==> config.mk <==
export PLATFORM = sky130hd
export DESIGN_NAME = sorted_set_operations_top
export DESIGN_NICKNAME = d
export VERILOG_FILES = /design/src/rtl/core/ssop_pkg.sv /design/src/rtl/core/ssop_front.sv /design/src/rtl/core/ssop_cmdq.sv /design/src/rtl/core/ssop_back.sv /design/src/rtl/core/sorted_set_operations_top.sv
export SDC_FILE = /design/constraint.sdc
export NUM_CORES = 1
export LEC_CHECK = 0
export BUFFER_PORTS_ARGS = -buffer_cell sky130_fd_sc_hd__buf_2
export CORE_ASPECT_RATIO = 0.9
export CORE_MARGIN = 1
export CORE_UTILIZATION = 45
export CTS_CLUSTER_DIAMETER = 150
export DETAILED_ROUTE_END_ITERATION = 10
export SLEW_MARGIN = 20
export SYNTH_ARGS = -nofsm -noshare
export SYNTH_HDL_FRONTEND = slang
export SYNTH_HIERARCHICAL = 1
export SYNTH_SLANG_ARGS = --single-unit
==> constraint.sdc <==
create_clock -name i_clk -period 4.6 [get_ports i_clk]
set_clock_uncertainty 0.15 [all_clocks]
set_input_delay 0.69 -clock i_clk [delete_from_list [all_inputs] [get_ports i_clk]]
set_output_delay 0.69 -clock i_clk [all_outputs]
set_load 0.03 [all_outputs]
==> src/rtl/core/ssop_pkg.sv <==
// ssop_pkg: shared types and codes for the sorted set operations block.
// Used by every module under rtl/core; depends on nothing.
package ssop_pkg;

    localparam int VALUE_W     = 32;
    localparam int OUT_COUNT_W = 6;
    localparam int REQ_W       = 2;
    localparam int MODE_W      = 2;
    localparam int KIND_W      = 2;

    // request codes on the input channel
    localparam logic [REQ_W-1:0] REQ_APPEND_A = 2'd0;
    localparam logic [REQ_W-1:0] REQ_APPEND_B = 2'd1;
    localparam logic [REQ_W-1:0] REQ_RUN      = 2'd2;

    // op_mode register codes
    localparam logic [MODE_W-1:0] MODE_MERGE  = 2'd0;
    localparam logic [MODE_W-1:0] MODE_INTER  = 2'd1;
    localparam logic [MODE_W-1:0] MODE_SUBSET = 2'd2;

    // internal command kinds queued between front and back
    localparam logic [KIND_W-1:0] CMD_APPEND_A = 2'd0;
    localparam logic [KIND_W-1:0] CMD_APPEND_B = 2'd1;
    localparam logic [KIND_W-1:0] CMD_RUN      = 2'd2;

    typedef struct packed {
        logic [REQ_W-1:0]          req_type;
        logic signed [VALUE_W-1:0] value;
    } t_in_item;

    typedef struct packed {
        logic signed [VALUE_W-1:0] value_res;
        logic                      is_element;
        logic                      subset;
        logic [OUT_COUNT_W-1:0]    out_count;
        logic                      overflow;
        logic                      last;
    } t_out_item;

    typedef struct packed {
        logic [KIND_W-1:0]         kind;
        logic signed [VALUE_W-1:0] value;
    } t_cmd;

endpackage

==> src/rtl/core/ssop_front.sv <==
// ssop_front: accepts input items, classifies them into queue commands.
// Depends on ssop_pkg.
module ssop_front (
    input  logic              i_in_valid,
    input  ssop_pkg::t_in_item i_in_item,
    input  logic              i_q_full,
    output logic              o_in_stall,
    output logic              o_push,
    output ssop_pkg::t_cmd    o_push_cmd
);

    logic known;

    always_comb begin
        known            = 1'b1;
        o_push_cmd.value = i_in_item.value;
        case (i_in_item.req_type)
            ssop_pkg::REQ_APPEND_A: o_push_cmd.kind = ssop_pkg::CMD_APPEND_A;
            ssop_pkg::REQ_APPEND_B: o_push_cmd.kind = ssop_pkg::CMD_APPEND_B;
            ssop_pkg::REQ_RUN: begin
                o_push_cmd.kind  = ssop_pkg::CMD_RUN;
                o_push_cmd.value = '0;
            end
            default: begin
                // unknown request: taken and dropped
                o_push_cmd.kind = ssop_pkg::CMD_RUN;
                known           = 1'b0;
            end
        endcase
    end

    assign o_in_stall = i_q_full;
    assign o_push     = i_in_valid && !i_q_full && known;

endmodule

==> src/rtl/core/ssop_cmdq.sv <==
// ssop_cmdq: two-entry command queue between front and back.
// Depends on ssop_pkg.
module ssop_cmdq (
    input  logic           i_clk,
    input  logic           i_rst_n,
    input  logic           i_push,
    input  ssop_pkg::t_cmd i_push_cmd,
    output logic           o_full,
    output logic           o_valid,
    output ssop_pkg::t_cmd o_cmd,
    input  logic           i_pop
);

    ssop_pkg::t_cmd r_mem [2];
    logic           r_wr_ptr;
    logic           r_rd_ptr;
    logic [1:0]     r_cnt;
    logic           do_pop;

    assign o_full  = (r_cnt == 2'd2);
    assign o_valid = (r_cnt != 2'd0);
    assign o_cmd   = r_mem[r_rd_ptr];
    assign do_pop  = i_pop && o_valid;

    always_ff @(posedge i_clk) begin
        if (i_push) begin
            r_mem[r_wr_ptr] <= i_push_cmd;
        end
    end

    always_ff @(posedge i_clk) begin
        if (!i_rst_n) begin
            r_wr_ptr <= 1'b0;
            r_rd_ptr <= 1'b0;
            r_cnt    <= 2'd0;
        end else begin
            if (i_push) begin
                r_wr_ptr <= ~r_wr_ptr;
            end
            if (do_pop) begin
                r_rd_ptr <= ~r_rd_ptr;
            end
            case ({i_push, do_pop})
                2'b10:   r_cnt <= r_cnt + 2'd1;
                2'b01:   r_cnt <= r_cnt - 2'd1;
                default: r_cnt <= r_cnt;
            endcase
        end
    end

endmodule

==> src/rtl/core/ssop_back.sv <==
// ssop_back: list storage and the run sequencer (merge, intersect, subset).
// Depends on ssop_pkg; fed by ssop_cmdq, drives the output register.
module ssop_back #(
    parameter int LIST_DEPTH = 16
) (
    input  logic                          i_clk,
    input  logic                          i_rst_n,
    input  logic [ssop_pkg::MODE_W-1:0]   i_mode,
    input  logic                          i_cmd_valid,
    input  ssop_pkg::t_cmd                i_cmd,
    output logic                          o_cmd_pop,
    output logic                          o_out_valid,
    output ssop_pkg::t_out_item           o_out_item,
    input  logic                          i_out_stall
);

    localparam int CW = $clog2(LIST_DEPTH + 1);
    localparam int IW = (LIST_DEPTH > 1) ? $clog2(LIST_DEPTH) : 1;
    localparam logic [CW-1:0] DEPTH_C = CW'(LIST_DEPTH);

    localparam logic [2:0] ST_IDLE  = 3'd0;
    localparam logic [2:0] ST_MERGE = 3'd1;
    localparam logic [2:0] ST_INTER = 3'd2;
    localparam logic [2:0] ST_SUB   = 3'd3;
    localparam logic [2:0] ST_TERM  = 3'd4;

    logic signed [ssop_pkg::VALUE_W-1:0] r_list_a [LIST_DEPTH];
    logic signed [ssop_pkg::VALUE_W-1:0] r_list_b [LIST_DEPTH];

    logic [2:0]                        r_state, n_state;
    logic [CW-1:0]                     r_count_a, n_count_a;
    logic [CW-1:0]                     r_count_b, n_count_b;
    logic [CW-1:0]                     r_i, n_i;
    logic [CW-1:0]                     r_j, n_j;
    logic [ssop_pkg::OUT_COUNT_W-1:0]  r_k, n_k;
    logic                              r_dropped, n_dropped;
    logic                              r_sub, n_sub;
    logic                              r_out_valid;
    ssop_pkg::t_out_item               r_out_item;

    logic                              we_a, we_b;
    logic                              out_free;
    logic                              a_ok, b_ok;
    logic signed [ssop_pkg::VALUE_W-1:0] a_val, b_val;
    logic                              emit;
    ssop_pkg::t_out_item               emit_item;

    assign out_free = !r_out_valid || !i_out_stall;
    assign a_ok     = (r_i < r_count_a);
    assign b_ok     = (r_j < r_count_b);
    assign a_val    = r_list_a[r_i[IW-1:0]];
    assign b_val    = r_list_b[r_j[IW-1:0]];

    always_comb begin
        n_state   = r_state;
        n_count_a = r_count_a;
        n_count_b = r_count_b;
        n_i       = r_i;
        n_j       = r_j;
        n_k       = r_k;
        n_dropped = r_dropped;
        n_sub     = r_sub;
        o_cmd_pop = 1'b0;
        we_a      = 1'b0;
        we_b      = 1'b0;
        emit      = 1'b0;
        emit_item            = '0;
        emit_item.is_element = 1'b1;
        emit_item.overflow   = r_dropped;

        case (r_state)
            ST_IDLE: begin
                if (i_cmd_valid) begin
                    o_cmd_pop = 1'b1;
                    case (i_cmd.kind)
                        ssop_pkg::CMD_APPEND_A: begin
                            if (r_count_a < DEPTH_C) begin
                                we_a      = 1'b1;
                                n_count_a = r_count_a + 1'b1;
                            end else begin
                                n_dropped = 1'b1;
                            end
                        end
                        ssop_pkg::CMD_APPEND_B: begin
                            if (r_count_b < DEPTH_C) begin
                                we_b      = 1'b1;
                                n_count_b = r_count_b + 1'b1;
                            end else begin
                                n_dropped = 1'b1;
                            end
                        end
                        ssop_pkg::CMD_RUN: begin
                            n_i   = '0;
                            n_j   = '0;
                            n_k   = '0;
                            n_sub = 1'b0;
                            case (i_mode)
                                ssop_pkg::MODE_MERGE:  n_state = ST_MERGE;
                                ssop_pkg::MODE_INTER:  n_state = ST_INTER;
                                ssop_pkg::MODE_SUBSET: n_state = ST_SUB;
                                default:               n_state = ST_TERM;
                            endcase
                        end
                        default: ;
                    endcase
                end
            end

            ST_MERGE: begin
                if (out_free) begin
                    if (a_ok && (!b_ok || (a_val < b_val))) begin
                        emit                = 1'b1;
                        emit_item.value_res = a_val;
                        n_i                 = r_i + 1'b1;
                    end else if (b_ok) begin
                        // tie goes to B
                        emit                = 1'b1;
                        emit_item.value_res = b_val;
                        n_j                 = r_j + 1'b1;
                    end else begin
                        n_state = ST_TERM;
                    end
                end
            end

            ST_INTER: begin
                if (out_free) begin
                    if (a_ok && b_ok) begin
                        if (a_val < b_val) begin
                            n_i = r_i + 1'b1;
                        end else if (b_val < a_val) begin
                            n_j = r_j + 1'b1;
                        end else begin
                            emit                = 1'b1;
                            emit_item.value_res = a_val;
                            n_i                 = r_i + 1'b1;
                            n_j                 = r_j + 1'b1;
                        end
                    end else begin
                        n_state = ST_TERM;
                    end
                end
            end

            ST_SUB: begin
                // one A entry compared per cycle against the current B entry
                if (!b_ok) begin
                    n_sub   = 1'b1;
                    n_state = ST_TERM;
                end else if (!a_ok) begin
                    n_sub   = 1'b0;
                    n_state = ST_TERM;
                end else if (a_val == b_val) begin
                    n_j = r_j + 1'b1;
                    n_i = '0;
                end else begin
                    n_i = r_i + 1'b1;
                end
            end

            ST_TERM: begin
                if (out_free) begin
                    emit                 = 1'b1;
                    emit_item.is_element = 1'b0;
                    emit_item.subset     = r_sub;
                    emit_item.out_count  = r_k;
                    emit_item.last       = 1'b1;
                    n_count_a            = '0;
                    n_count_b            = '0;
                    n_dropped            = 1'b0;
                    n_state              = ST_IDLE;
                end
            end

            default: n_state = ST_IDLE;
        endcase

        if (emit && emit_item.is_element) begin
            n_k = r_k + 1'b1;
        end
    end

    always_ff @(posedge i_clk) begin
        if (we_a) begin
            r_list_a[r_count_a[IW-1:0]] <= i_cmd.value;
        end
        if (we_b) begin
            r_list_b[r_count_b[IW-1:0]] <= i_cmd.value;
        end
        if (out_free) begin
            r_out_item <= emit_item;
        end
        r_i <= n_i;
        r_j <= n_j;
        r_k <= n_k;
        r_sub <= n_sub;
    end

    always_ff @(posedge i_clk) begin
        if (!i_rst_n) begin
            r_state     <= ST_IDLE;
            r_count_a   <= '0;
            r_count_b   <= '0;
            r_dropped   <= 1'b0;
            r_out_valid <= 1'b0;
        end else begin
            r_state   <= n_state;
            r_count_a <= n_count_a;
            r_count_b <= n_count_b;
            r_dropped <= n_dropped;
            if (out_free) begin
                r_out_valid <= emit;
            end
        end
    end

    assign o_out_valid = r_out_valid;
    assign o_out_item  = r_out_item;

    a_count_a_bound: assert property (@(posedge i_clk) disable iff (!i_rst_n)
        r_count_a <= DEPTH_C)
        else $error("list A fill count beyond depth");

    a_count_b_bound: assert property (@(posedge i_clk) disable iff (!i_rst_n)
        r_count_b <= DEPTH_C)
        else $error("list B fill count beyond depth");

    a_term_clears: assert property (@(posedge i_clk) disable iff (!i_rst_n)
        (r_state == ST_TERM && out_free) |=>
            (r_count_a == '0 && r_count_b == '0 && !r_dropped && r_state == ST_IDLE))
        else $error("terminator did not clear the lists");

    a_sub_index: assert property (@(posedge i_clk) disable iff (!i_rst_n)
        (r_state == ST_SUB) |-> (r_i <= r_count_a && r_j <= r_count_b))
        else $error("subset scan index out of range");

    a_pop_idle: assert property (@(posedge i_clk) disable iff (!i_rst_n)
        o_cmd_pop |-> (r_state == ST_IDLE && i_cmd_valid))
        else $error("command taken outside idle");

endmodule

==> src/rtl/core/sorted_set_operations_top.sv <==
// sorted_set_operations_top: top level of the sorted set operations block.
// Depends on ssop_pkg, ssop_front, ssop_cmdq and ssop_back.
//
// Usage:
//   Input channel (i_in_valid / o_in_stall / i_in_item): each item appends a
//   signed value to list A or list B, or starts a run. Unknown request codes
//   are taken and dropped. Appends to a full list are dropped and flagged in
//   the overflow bit of the next run's items.
//   Output channel (o_out_valid / i_out_stall / o_out_item): a run yields its
//   element items followed by one terminator (last = 1) carrying the count
//   and, in subset mode, the answer. The run then empties both lists.
//   Config: i_cfg_we writes i_cfg_data into op_mode (0 merge, 1 intersect,
//   2 B-subset-of-A); write it only while the block is idle.
// Timing:
//   The front classifies items into a two-entry command queue, so input is
//   taken while the back is busy or the output is stalled, until it fills.
//   The back retires one append per cycle while it is idle. A run leaves idle
//   for the merge, intersection or subset scan (one compare per cycle for
//   subset), then emits the terminator. A run item passes through the queue
//   and the back's state register before its first result is registered.
//   A stalled receiver holds the output register and the back waits in merge,
//   intersection or terminator, though a subset scan runs on; appends queue
//   behind a waiting run.
// Reset: synchronous, active low; lists empty, overflow clear, op_mode 0.
module sorted_set_operations_top #(
    parameter int LIST_DEPTH = 16
) (
    input  logic                        i_clk,
    input  logic                        i_rst_n,
    input  logic                        i_in_valid,
    output logic                        o_in_stall,
    input  ssop_pkg::t_in_item          i_in_item,
    output logic                        o_out_valid,
    input  logic                        i_out_stall,
    output ssop_pkg::t_out_item         o_out_item,
    input  logic                        i_cfg_we,
    input  logic [ssop_pkg::MODE_W-1:0] i_cfg_data
);

    logic [ssop_pkg::MODE_W-1:0] r_op_mode;

    logic           q_full;
    logic           q_push;
    ssop_pkg::t_cmd q_push_cmd;
    logic           q_valid;
    ssop_pkg::t_cmd q_cmd;
    logic           q_pop;

    // mode register; only sampled by the back when a run leaves the queue
    always_ff @(posedge i_clk) begin
        if (!i_rst_n) begin
            r_op_mode <= ssop_pkg::MODE_MERGE;
        end else if (i_cfg_we) begin
            r_op_mode <= i_cfg_data;
        end
    end

    ssop_front u_front (
        .i_in_valid (i_in_valid),
        .i_in_item  (i_in_item),
        .i_q_full   (q_full),
        .o_in_stall (o_in_stall),
        .o_push     (q_push),
        .o_push_cmd (q_push_cmd)
    );

    ssop_cmdq u_cmdq (
        .i_clk      (i_clk),
        .i_rst_n    (i_rst_n),
        .i_push     (q_push),
        .i_push_cmd (q_push_cmd),
        .o_full     (q_full),
        .o_valid    (q_valid),
        .o_cmd      (q_cmd),
        .i_pop      (q_pop)
    );

    ssop_back #(
        .LIST_DEPTH (LIST_DEPTH)
    ) u_back (
        .i_clk       (i_clk),
        .i_rst_n     (i_rst_n),
        .i_mode      (r_op_mode),
        .i_cmd_valid (q_valid),
        .i_cmd       (q_cmd),
        .o_cmd_pop   (q_pop),
        .o_out_valid (o_out_valid),
        .o_out_item  (o_out_item),
        .i_out_stall (i_out_stall)
    );

endmodule
### Yosys cells after proc, flatten, opt, wreduce, memory -nomap -nowiden

Memory sizes are Yosys's and may differ from the RTL's. A register that Yosys moved wholly into a read port is not among the register bits.
Index checks and enable logic that the tools add are counted.

| cells by class | value |
|---|---|
| reductions and logical operators | 34 |
| add/subtract/negate cells | 7 |
| $mul | 0 |
| bitwise gates (word level) | 2 |
| div/mod/pow operators | 0 |
| $lt $le $gt $ge | 6 |
| shift-type cells | 0 |
| equal/unequal tests | 38 |
| mux-type cells | 100 |

Operators with widths:

| operator | number |
|---|---|
| $mux W32 | 6 |
| $mux W5 | 27 |
| $lt A32 B32 Y1 | 2 |
| $pmux W32 S2 | 1 |
| $pmux W5 S4 | 2 |
| $mux W1 | 36 |
| $eq A32 B32 Y1 | 1 |
| $mux W3 | 10 |
| $mux W6 | 4 |
| $ne A2 B1 Y1 const B | 11 |
| $add A5 B1 Y5 const B | 4 |
| $pmux W5 S2 | 2 |
| $mux W8 | 2 |
| $ne A2 B2 Y1 const B | 8 |
| $pmux W3 S5 | 1 |
| $reduce_bool A2 Y1 | 7 |
| $ne A3 B3 Y1 const B | 4 |
| $reduce_and A12 Y1 | 1 |
| $eq A2 B2 Y1 const B | 5 |
| $lt A5 B5 Y1 | 2 |
| $lt A5 B5 Y1 const B | 2 |
| $reduce_and A10 Y1 | 1 |
| $reduce_and A5 Y1 | 2 |
| $pmux W3 S3 | 1 |
| 25 further kinds | 45 |

| word-level totals | value |
|---|---|
| input port bits | 41 |
| bits in registers | 80 |
| latch bits | 0 |
| memory bits (read-only) | 0 |
| memories | 3 |
| output and inout port bits | 44 |
| logic and storage cells | 209 |
| RAM bits | 1092 |

Memories:

| name | words | bits a word | read ports | clocked after Yosys merged registers in | write ports | line | text |
|---|---|---|---|---|---|---|---|
| u_back.r_list_a | 16 | 32 | 1 | 1 | 1 | ssop_back.sv:27 | `logic signed [ssop_pkg::VALUE_W-1:0] r_list_a [LIST_DEPTH];` |
| u_back.r_list_b | 16 | 32 | 1 | 1 | 1 | ssop_back.sv:28 | `logic signed [ssop_pkg::VALUE_W-1:0] r_list_b [LIST_DEPTH];` |
| u_cmdq.r_mem | 2 | 34 | 1 | 1 | 1 | ssop_cmdq.sv:14 | `ssop_pkg::t_cmd r_mem [2];` |

### Longest topological paths before layout

| depth | value |
|---|---|
| word-level depth | 10 |
| mapped depth | 15 |

### By module

Netlist, hierarchy kept.

By module, submodules not included:

| module | area each (µm²) | cells an instance | times used |
|---|---|---|---|
| ssop_back | 43230.2 | 1926 | 1 |
| ssop_cmdq | 2671.3 | 129 | 1 |
| ssop_front | 331.6 | 41 | 1 |
| sorted_set_operations_top | 72.6 | 6 | 1 |

### Worst setup path after synthesis

No wires, ideal clock.

| path | value |
|---|---|
| path kind | flip-flop to flip-flop |
| start | register with a tool-made name |
| end | register u_back/r_k[0] (netlist name), enable pin |
| setup slack | -0.185 ns |
| cell stages (with the launch flop) | 14 |
| required time | 4.113 ns |
| data arrival time | 4.297 ns |
| path buffers | 2 |
| library setup time | 0.337 ns |
| cells stage by stage | dfxtp_1 buf_2 buf_1 mux4_2 mux4_2 ha_1 a21oi_1 nand2_1 a221oi_2 a211oi_2 nor4_2 nor3_1 o211ai_1 o21ai_0 |

RTL lines:

| element | line | text |
|---|---|---|
| end signal: assignment | ssop_back.sv:195 | `r_k <= n_k;` |
| end: declaration | ssop_back.sv:35 | `logic [ssop_pkg::OUT_COUNT_W-1:0] r_k, n_k;` |

==> flow_summary.json <==
{
  "grt-ovfl-total": 0,
  "cts_hold_buf": 0,
  "max_cap_violations": 0,
  "grt_pass1_wl_um": 167000,
  "p_leak_nw": 18.0,
  "seq_area_frac_synth_pct": 75.9,
  "clock-root-buffer": "clkbuf_16",
  "switching_share_pct": 30.9,
  "violations": "negative setup slack",
  "yosysWarnings": 6,
  "io_pins": 85,
  "fp.dieW_um": 340,
  "crit_type": "register to register",
  "status": "finished, violations left",
  "crit_path_end_kind": "register",
  "period_needed_ns": 4.63,
  "dp_cells": 3614,
  "wl_um": 117000,
  "finalCritPeriodShare_pct": 101,
  "cts-buffers-inserted": 118,
  "htreeDepth": 3,
  "synth_edf_count": 1151,
  "fin_nets": 2523,
  "track_usage_pct": 22.6,
  "clkTransAtPathRegs_ns": 0.06,
  "critPathLaunchType": "register",
  "postPlaceCellArea_sq_mm": 0.0499,
  "fillers": 7749,
  "netlist_area_sq_mm": 0.0463,
  "worst_pin_slew_ns": 1.04,
  "worst_slew_margin_rel_pct": 30.2,
  "hp-class": "primary input to register",
  "routedWlPerCell_um": 30.1,
  "slew_violations": 0,
  "ys_ff_latch": 1181,
  "synthFlopType": "edfxtp_1",
  "area_growth_pct": 18.5,
  "synth_nets": 2198,
  "setup_ws_ns": -0.0315,
  "vias_per_cell": 5.88,
  "core_area_sq_mm": 0.102,
  "hold_viol": 0,
  "syn_avg_cell_area_sq_um": 22.0,
  "first_global_vias": 23500,
  "grt_max_degree": 43,
  "clock_sinks": 1181,
  "crit_path_max_fanout": 17,
  "power_mw": 36.0,
  "rows": 111,
  "ir_drop_mv": 0.405,
  "fin_cells": 3886,
  "async_flop_share_pct": 0,
  "power_frac_comb_pct": 36.2,
  "power_frac_clock_pct": 26.4,
  "power.share.sequential_pct": 37.5,
  "initialDrtViolationCount": 2315,
  "antenna_left": 0,
  "synthTopCellsByArea": "edfxtp_1 75%, mux4_2 16%, ha_1 1.5%",
  "synth_cells": 2102,
  "cts_buffer_depth": 3,
  "clk_latency_ns": 0.70,
  "max_freq_mhz": 216,
  "drc_errors": 0,
  "cp.arrival_ns": 4.92,
  "finalSetupViolations": 29,
  "fp.dieH_um": 306,
  "stdcell_area_sq_mm": 0.0549,
  "place_ws_ns": -0.324,
  "num_vias": 22800,
  "cp.required_ns": 4.89,
  "hold_ws_ns": 0.118,
  "p_int_mw": 24.9,
  "synth_top_area_share_pct": 74.6,
  "die-area_sq_mm": 0.104,
  "cts_tree": "done",
  "portBuffers": 84,
  "p_switching_mw": 11.1,
  "start_util_pct": 45.4,
  "power_density_mw_per_mm2": 656,
  "rsz0062_at_grt": "true",
  "dp_hpwl_um": 66100,
  "dr.pass1.iters": 5,
  "ys_types": 59,
  "synth_top_area_cell": "edfxtp_1",
  "place.gp.congestion": 0.831,
  "drive_gt1_share_pct": 38.4,
  "antenna_found_initial": 2
}
-- final timing paths --
check,startpoint,cells past startpoint,slack (ns),endpoint
setup / recovery,register,16,-0.03,u_back/o_out_item[27]
hold / removal,i_in_item[33],1,0.12,u_cmdq/r_mem[1][33]
setup reg to reg,register,16,-0.03,u_back/o_out_item[27]
hold reg to reg,u_back/r_dropped,0,0.30,u_back/o_out_item[1]
-- cell usage after synthesis (2+ instances only) --
cell type	instances
buf_1	23
or3_1	3
nand3_1	11
o21ai_1	4
mux4_2	320
xnor2_1	11
a21o_1	4
buf_2	20
o21a_1	8
and2_2	2
mux2_4	4
o221ai_1	2
a21oi_1	25
inv_1	57
xor2_1	6
and2_1	13
and3_1	9
a31oi_1	2
o22ai_1	2
a211oi_1	3
ha_1	55
a211oi_2	2
dfxtp_1	30
a2bb2oi_1	2
nor4_2	2
nor3_1	17
mux2i_1	3
and2b_2	2
nor2_1	76
nand2b_1	3
nand4_1	8
a22o_1	32
and4_1	2
buf_6	4
and2_4	20
mux2_2	38
o21bai_1	2
nor2b_1	5
edfxtp_1	1151
clkbuf_1	46
nand2_1	43
o21ai_0	13
-- worst max-delay path, cell delays in order (launching register included) --
cell       delay [ns]
dfxtp_4          0.43
buf_12           0.17
buf_4            0.12
mux4_2           0.49
mux4_2           0.57
ha_4             0.31
nand4_1          0.13
buf_6            0.16
nor4_4           0.31
a2bb2oi_2        0.13
a211oi_4         0.36
nor4_4           0.08
buf_4            0.15
nor3_4           0.22
nor3_4           0.09
buf_12           0.20
a22o_1           0.24
-- stage by stage --
stage | setup TNS (ns) | util [%]
4_1_cts | -0.345 | 53.7
3_3_place_gp | -14.56 | 49.0
6_report | -0.465 | 53.8
3_5_place_dp | -14.35 | 49.0
5_1_grt | -5.17 | 53.8
2_1_floorplan | 0 | -
-- state kept, by name, indices dropped and copies added (netlist names), named ones only --
signal              cells
u_back/r_count_b        5
u_back/o_out_item      42
u_cmdq/r_mem           68
u_back/o_out_valid      1
u_back/r_state          3
u_cmdq/r_cnt            2
r_op_mode               2
u_back/r_dropped        1
u_back/r_k              6
u_back/r_list_b       512
u_cmdq/r_wr_ptr         1
u_back/r_i              5
u_back/r_sub            1
u_cmdq/r_rd_ptr         1
u_back/r_count_a        5
u_back/r_list_a       512
u_back/r_j              5
-- kinds of logic after synthesis --
family | Yosys count | synth area share [%]
buffers and inverters | 151 | 1.35
AO/OA/AOI/OAI | 111 | 1.75
XOR/XNOR | 17 | 0.322
multiplexers | 365 | 16.7
AND/OR/NAND/NOR | 222 | 2.48
flip-flops | 1181 | 75.9
adder cells (fa/ha/maj) | 55 | 1.49
-- power by group through the flow --
stage                     Sequential [mW]  Clock, mW  Combinational [mW]
after global placement               13.7          0                11.0
after detailed placement             13.7          0                11.2
after global routing                 13.5       10.1                13.8
after CTS                            13.5       9.67                12.7
after floorplan                      13.7          0                6.71
final                                13.5       9.49                13.0
-- cell usage in the layout, fill, tap and decap left out, drive strengths merged, types with 3 or more instances in the layout --
cell / n
edfxtp: 1151
mux4: 320
buf: 296
clkbuf: 137
nor2: 76
clkinv: 63
inv: 58
ha: 55
nand2: 43
mux2: 42
and2: 35
a22o: 32
dfxtp: 30
a21oi: 26
nor3: 18
o21ai: 17
bufinv: 13
nand3: 11
xnor2: 11
clkinvlp: 9
and3: 9
nand4: 8
o21a: 8
xor2: 6
nor2b: 6
a211oi: 6
a21o: 4
nand2b: 4
mux2i: 3
or3: 3
nor4: 3
-- per-layer routing --
metal | wire (um) | vias up | share of wire [%] | track usage, %
li1 | - | 9431 | - | -
met1 | 49000 | 12300 | 42 | 31.9
met2 | 56900 | 903 | 49 | 36.9
met3 | 7870 | 183 | 6.7 | 3.68
met4 | 3060 | 0 | 2.6 | 6.07
met5 | 0 | - | 0 | 0
-- cell type report --
class	count	area [sq um]	area share [%]
multi-input combinational	770	11200	20.3
clock buffer	136	3040	5.54
timing repair buffer	299	2760	5.03
tap	1356	1700	3.09
sequential	1181	35200	64.1
inverter	57	214	0.390
clock inverter	86	820	1.49
antenna	1	2.50	0.00456
-- what timing repair did --
item | 4_1_cts | 5_1_grt
cloned | 8 | 1
resized for setup | 89 | 28
endpoints found under the hold margin | 0 | 0
pin swaps | 23 | 10
setup buffers | 35 | 13
setup endpoints to repair | 62 | 62
Power figures use the tool's default switching activity.
